## config.mk

```make
export PLATFORM = sky130hd
export DESIGN_NAME = rtc_three_wire_field_access
export DESIGN_NICKNAME = d
export VERILOG_FILES = /design/src/rtl/core/rtc3w_pkg.sv /design/src/rtl/core/rtc_three_wire_field_access.sv
export SDC_FILE = /design/constraint.sdc
export NUM_CORES = 1
export LEC_CHECK = 0
export ABC_AREA = 1
export BUFFER_PORTS_ARGS = -buffer_cell sky130_fd_sc_hd__buf_2
export CORE_MARGIN = 3
export CORE_UTILIZATION = 30
export DETAILED_ROUTE_END_ITERATION = 7
export PLACE_DENSITY_LB_ADDON = 0.08
export SLEW_MARGIN = 30
export SYNTH_ARGS = -nofsm -noshare
export SYNTH_HDL_FRONTEND = slang
export SYNTH_SLANG_ARGS = --single-unit
```

## constraint.sdc

```tcl
create_clock -name aclk -period 4.7 [get_ports aclk]
set_clock_uncertainty 0.05 [all_clocks]
set_input_delay 0.705 -clock aclk [delete_from_list [all_inputs] [get_ports aclk]]
set_output_delay 0.705 -clock aclk [all_outputs]
set_load 0.05 [all_outputs]
```

## src/rtl/core/rtc3w_pkg.sv

```systemverilog
`timescale 1ns / 1ps

package rtc3w_pkg;

    // Tick counter values of the pin sequence.
    localparam logic [5:0] STEP_IDLE      = 6'd0;
    localparam logic [5:0] STEP_FIRST     = 6'd1;
    localparam logic [5:0] STEP_CMD_LAST  = 6'd16;
    localparam logic [5:0] STEP_DATA_BASE = 6'd17;
    localparam logic [5:0] STEP_DATA_LAST = 6'd32;
    localparam logic [5:0] STEP_END       = 6'd33;

    // Command byte base; the read flag sits in bit zero.
    localparam logic [7:0] CMD_BASE = 8'h80;

    // Field codes.
    localparam logic [2:0] FIELD_WEEKDAY = 3'd5;
    localparam logic [2:0] FIELD_INVALID = 3'd7;

    // Access modes.
    localparam logic MODE_READ  = 1'b0;
    localparam logic MODE_WRITE = 1'b1;

    // Largest decoded value.
    localparam logic [6:0] VALUE_MAX = 7'd99;

    // Tens nibble mask for each time field.
    function automatic logic [3:0] tens_mask(input logic [2:0] fld);
        logic [3:0] m;
        begin
            case (fld)
                3'd0:    m = 4'h7;
                3'd1:    m = 4'h7;
                3'd2:    m = 4'h3;
                3'd3:    m = 4'h3;
                3'd4:    m = 4'h1;
                3'd5:    m = 4'h0;
                3'd6:    m = 4'hf;
                default: m = 4'h7;
            endcase
            return m;
        end
    endfunction

    // Units nibble mask: weekday only uses three bits.
    function automatic logic [3:0] units_mask(input logic [2:0] fld);
        return (fld == FIELD_WEEKDAY) ? 4'h7 : 4'hf;
    endfunction

endpackage

```

## src/rtl/core/rtc_three_wire_field_access.sv

```systemverilog
`timescale 1ns / 1ps

// Master for a three-wire real-time-clock link, one time field per transaction.
// Input channel (s_): one transaction per half-bit tick. It carries the request
// fields (start, mode, field, value) and the sampled data pin level. A start is
// acted on only while idle; the request is then held for the whole access.
// Result channel (m_): exactly one transaction per input transaction, carrying
// the pin levels for that tick plus busy, done and the last decoded read value.
// An access takes 33 ticks: 16 for the command byte, 16 for the data byte and
// one closing tick on which done pulses.
// Results show the cycle after their tick; one tick is accepted every cycle
// as long as the result register is empty or being drained, since all the work
// is one short combinational pass between the tick and the result register.
// When the receiver stalls, the result is held and s_tready drops until the
// held result is taken; no state advances without an accepted tick.
// Reset (aresetn low, synchronous) returns the sequencer to idle, clears the
// held request, the shift bytes and the read value, and empties the result
// register.
module rtc_three_wire_field_access (
    input  logic        aclk,
    input  logic        aresetn,
    input  logic        s_tvalid,
    output logic        s_tready,
    // tdata: start_req[0], mode[1], field[4:2], value[11:5], dio_in[12], zero[15:13]
    input  logic [15:0] s_tdata,
    output logic        m_tvalid,
    input  logic        m_tready,
    // tdata: chip_enable[0], serial_clock[1], dio_out[2], dio_drive[3], busy_res[4],
    //        done_res[5], read_value[12:6], zero[15:13]
    output logic [15:0] m_tdata
);
    import rtc3w_pkg::*;

    // Sequencer and request state.
    logic [5:0] step_reg, step_next;
    logic [7:0] shift_reg, shift_next;
    logic [7:0] wbyte_reg, wbyte_next;
    logic [7:0] rbyte_reg, rbyte_next;
    logic       mode_reg, mode_next;
    logic [2:0] field_reg, field_next;
    logic [6:0] last_reg, last_next;

    // Result register.
    logic        out_valid_reg;
    logic [15:0] out_data_reg;
    logic [15:0] out_data_next;

    // Unpacked input fields.
    logic       in_start;
    logic       in_mode;
    logic [2:0] in_field;
    logic [6:0] in_value;
    logic       in_dio;

    logic       s_acc;
    logic       take_start;
    logic [5:0] step_eff;
    logic [5:0] step_off;
    logic [2:0] bit_idx;
    logic       half;

    // Binary to BCD of the write value: divide by ten through a reciprocal.
    logic [14:0] tens_prod;
    logic [3:0]  val_tens;
    logic [7:0]  tens_times10;
    logic [3:0]  val_units;

    // Reply decode.
    logic [3:0] dec_tens;
    logic [3:0] dec_units;
    logic [7:0] dec_sum;

    logic ce, sck, dout, drv, busy, done;

    assign in_start = s_tdata[0];
    assign in_mode  = s_tdata[1];
    assign in_field = s_tdata[4:2];
    assign in_value = s_tdata[11:5];
    assign in_dio   = s_tdata[12];

    assign s_tready = !out_valid_reg || m_tready;
    assign s_acc    = s_tvalid && s_tready;

    assign tens_prod    = {8'd0, in_value} * 15'd205;
    assign val_tens     = tens_prod[14:11];
    assign tens_times10 = {1'b0, val_tens, 3'b000} + {3'b000, val_tens, 1'b0};
    assign val_units    = 4'(({1'b0, in_value} - tens_times10));

    assign dec_tens  = rbyte_reg[7:4] & tens_mask(field_reg);
    assign dec_units = rbyte_reg[3:0] & units_mask(field_reg);
    assign dec_sum   = {1'b0, dec_tens, 3'b000} + {3'b000, dec_tens, 1'b0} + {4'd0, dec_units};

    // Next state and pin levels for one tick.
    always_comb begin
        take_start = (step_reg == STEP_IDLE) && in_start && (in_field != FIELD_INVALID);
        step_eff   = take_start ? STEP_FIRST : step_reg;
        mode_next  = take_start ? in_mode : mode_reg;
        field_next = take_start ? in_field : field_reg;
        shift_next = take_start
            ? (CMD_BASE + {4'd0, in_field, 1'b0} + {7'd0, (in_mode == MODE_READ)})
            : shift_reg;
        wbyte_next = take_start ? {val_tens, val_units} : wbyte_reg;
        rbyte_next = take_start ? 8'd0 : rbyte_reg;
        last_next  = last_reg;
        step_next  = STEP_IDLE;

        ce   = 1'b0;
        sck  = 1'b0;
        dout = 1'b0;
        drv  = 1'b1;
        busy = 1'b0;
        done = 1'b0;

        if (step_eff >= STEP_DATA_BASE) begin
            step_off = step_eff - STEP_DATA_BASE;
        end else begin
            step_off = step_eff - STEP_FIRST;
        end
        bit_idx = step_off[3:1];
        half    = step_off[0];

        if (step_eff >= STEP_FIRST && step_eff <= STEP_CMD_LAST) begin
            // Command byte, LSB first, data set up while the clock is low.
            ce        = 1'b1;
            busy      = 1'b1;
            sck       = half;
            dout      = shift_next[bit_idx];
            step_next = step_eff + 6'd1;
        end else if (step_eff >= STEP_DATA_BASE && step_eff <= STEP_DATA_LAST) begin
            ce        = 1'b1;
            busy      = 1'b1;
            step_next = step_eff + 6'd1;
            if (mode_next == MODE_WRITE) begin
                sck  = half;
                dout = wbyte_next[bit_idx];
            end else begin
                // Released pin; sample after each falling clock.
                drv = 1'b0;
                if (half) begin
                    rbyte_next[bit_idx] = rbyte_next[bit_idx] | in_dio;
                    sck = (bit_idx != 3'd7);
                end
            end
        end else if (step_eff == STEP_END) begin
            done = 1'b1;
            if (mode_next == MODE_READ) begin
                last_next = (dec_sum > {1'b0, VALUE_MAX}) ? VALUE_MAX : dec_sum[6:0];
            end
        end

        out_data_next = {3'b000, last_next, done, busy, drv, dout, sck, ce};
    end

    // State advances only on an accepted tick.
    always_ff @(posedge aclk) begin
        if (!aresetn) begin
            step_reg  <= STEP_IDLE;
            shift_reg <= 8'd0;
            wbyte_reg <= 8'd0;
            rbyte_reg <= 8'd0;
            mode_reg  <= 1'b0;
            field_reg <= 3'd0;
            last_reg  <= 7'd0;
        end else if (s_acc) begin
            step_reg  <= step_next;
            shift_reg <= shift_next;
            wbyte_reg <= wbyte_next;
            rbyte_reg <= rbyte_next;
            mode_reg  <= mode_next;
            field_reg <= field_next;
            last_reg  <= last_next;
        end
    end

    // Result register with its valid flag.
    always_ff @(posedge aclk) begin
        if (!aresetn) begin
            out_valid_reg <= 1'b0;
        end else if (s_acc) begin
            out_valid_reg <= 1'b1;
        end else if (m_tready) begin
            out_valid_reg <= 1'b0;
        end
    end

    always_ff @(posedge aclk) begin
        if (s_acc) begin
            out_data_reg <= out_data_next;
        end
    end

    assign m_tvalid = out_valid_reg;
    assign m_tdata  = out_data_reg;

`ifndef SYNTHESIS
    // The closing tick always returns the sequencer to idle.
    assert property (@(posedge aclk) disable iff (!aresetn)
        s_acc && step_reg == STEP_END |=> step_reg == STEP_IDLE)
        else $error("sequencer did not return to idle after the closing tick");

    // The counter never reaches codes beyond the closing tick.
    assert property (@(posedge aclk) disable iff (!aresetn)
        step_reg <= STEP_END)
        else $error("tick counter out of range");

    // A released data pin only happens inside an enabled read phase.
    assert property (@(posedge aclk) disable iff (!aresetn)
        m_tvalid && !m_tdata[3] |-> m_tdata[0] && !m_tdata[2] && m_tdata[4])
        else $error("data pin released outside a read");

    // Done and busy are never raised together.
    assert property (@(posedge aclk) disable iff (!aresetn)
        m_tvalid && m_tdata[5] |-> !m_tdata[4] && !m_tdata[0])
        else $error("done raised while busy or enabled");
`endif

endmodule
```

==> metrics <==
run status completed; Slew Limit Fails 0; share of the synthesized area in the top cell type 20.44%; critical path's top delay family adder cells; R2R cell count 15; vias in the first global route 3528; H-tree depth 2; Nets 677; commonest non-fill, non-tap cell in the layout nand2_1; HP Class reg -> reg; Fmax 0.2250 GHz; Starting Density 30.82%; Tightest Pin Transition 0.7937 ns; number of setup violations in the final report 0; Die Y-Extent 123.1 um; Final Instance Area 0.004851 mm2; Std-Cell Rows 42; Buf/Inv on CP 5; vias 3678; share of layout cells above drive strength 1 18.00%; Min Clock Period, post-route 4.445 ns; crit-path most repeated cell nand2_1; Cell Pwr Density 340.8 mW/mm2; slew margin rel. 46.71%; IO buf count 31; first-pass GRT wire length 17.80 mm; crit share post-route 94.57%; hpwl dp 8.426 mm; antenna diode count 0; Die X 123.1 um; Synth cell types 42; post-synth top area cell dfxtp_1; Total GRT Usage 15.06%; WL/cell 13.86 um; Critical path destination m_tdata[2]; Worst R2R Start step_reg[0]; worst setup path startpoint s_tdata[9]; FF-to-FF setup slack 1.06 ns; CTS tree built; WP data required 4.70 ns; Area Overhead vs Synth 17.91%; global route total overflow 0; RSZ-0062 raised after global routing false; I/O pin cnt 38; critical path endpoint category flop; CP peak stage delay 0.47 ns; pre-CTS WS -0.2816 ns; drt first-iter violations 187; Arr. time, crit path 4.44 ns; final wirelength 10.76 mm; final setup margin 0.2550 ns; Crit path depth 28; mapped cell area 0.004114 mm2; vias per cell 4.740; placed cells 766; Yosys reg bits 54; pin count of the biggest net entering global routing 26; type of origin of the critical path primary input; final antenna-violating net count 0; core area 0.01335 mm2; clk_lat worst skew 0.30 ns; clock buffer depth 2; max-cap violation count 0; Pre-Repair DR Iteration Count 5; Post-Syn Instances 554; die area 0.01515 mm2; Yosys Warn Count 0; clk slew on worst S/H paths 0.07 ns; Area after DPL 0.004548 mm2; Worst VDD drop 0.1486 mV; post-synthesis sequential area ratio 29.20%; critical path fanouts, max 4; CP max stage cell fa_1; most frequent cells in the layout nand2_1, inv_1, a21oi_1, dfxtp_1; reg2reg end m_tdata[2]; max reg flops 12; Post-Layout Cell Count 776; Fill cells 1453; initial antenna violation count 0; Synth area leaders dfxtp_1, ha_1, nand2_1; hold_buf cts 0; clock sinks 54; Pleak 0.002318 uW; Root Driver clkbuf_16; syn avg cell area 7.426 um2; GP Congestion 0.8309; Post-Route Setup TNS 0 ns; WS Path Type in -> reg; Fin. Hold Viols 0; CTS Buf Count 5; number of remaining DRC errors 0
report_power, final:
part | internal [uW] | switching (uW) | leakage [uW]
sequential | 510 | 21.6 | 0.000460
clock | 231 | 181 | 0.0000796
combinational | 273 | 436 | 0.00178
per-stage QoR:
step	hold slack, ns	utilization, %	total power [uW]
3_3_place_gp	0.3963	34.07	1203
5_1_grt	0.4335	36.34	1798
6_report	0.4108	36.34	1653
4_1_cts	0.4162	35.27	1626
2_1_floorplan	0.3853	-	1010
3_5_place_dp	0.4041	34.07	1206
worst min-delay path, stage by stage, from the launching register on:
cell	delay [ns]
dfxtp_1	0.31
nand3_1	0.07
inv_1	0.04
cells in the mapped netlist (all sizes together):
cell	count
nor3b	1
nor3	8
nor4	1
or2	4
o21bai	1
clkbuf	11
o21ai	46
xnor2	4
clkinv	1
nand3b	1
o211a	1
buf	9
a21o	1
o21a	1
xor2	6
edfxtp	12
a21oi	43
a31o	1
o31ai	2
a31oi	5
fa	10
inv	90
ha	48
nand2	106
dfxtp	42
o22ai	5
conb	1
nand3	41
a211oi	4
nor2	41
nand4	6
mux2i	1
layer usage:
layer | GRT usage, % | vias to the layer above | share of wire [%]
met5 | 0 | - | 0
met4 | 3.253 | 0 | 0.79
met3 | 2.882 | 8 | 5.0
met2 | 25.32 | 69 | 48
met1 | 20.15 | 1697 | 46
li1 | - | 1904 | -
timing repair:
action	in CTS	in global routing
endpoints found under the setup margin	0	2
gates resized for setup	0	22
buffers inserted	0	2
endpoints found under the hold margin	0	0
worst min path at each step:
stage | from | end | slack (ns) | depth (start not counted)
4_1_cts | shift_reg[6] | shift_reg[6] | 0.42 | 2
6_report | shift_reg[4] | shift_reg[4] | 0.41 | 2
3_3_place_gp | shift_reg[4] | shift_reg[4] | 0.40 | 2
5_1_grt | shift_reg[2] | shift_reg[2] | 0.43 | 2
3_5_place_dp | shift_reg[6] | shift_reg[6] | 0.40 | 2
2_1_floorplan | shift_reg[4] | shift_reg[4] | 0.39 | 2
area by class of cell:
type | instances | area [um2] | share of cell area [%]
well taps | 176 | 220.2 | 4.540
clock buffers | 7 | 153.9 | 3.173
clock inverters | 1 | 6.256 | 0.1290
multi-input cells | 391 | 2575 | 53.08
inverters | 91 | 346.6 | 7.145
flip-flops and latches | 54 | 1201 | 24.76
repair buffers | 56 | 347.8 | 7.171
logic make-up (layout without fill, tap and decap cells):
family	Yosys count	after routing	share of synthesized area, %
and+or+nand+nor	209	209	22.69
buffers and inverters	111	155	11.37
AOI/OAI and AO/OA	110	110	14.81
adders and majority gates	58	58	19.46
DFF	54	54	29.20
xor gates and xnor gates	10	10	2.129
other	1	3	0.09115
muxes	1	1	0.2433
Power figures use the tool's default switching activity.
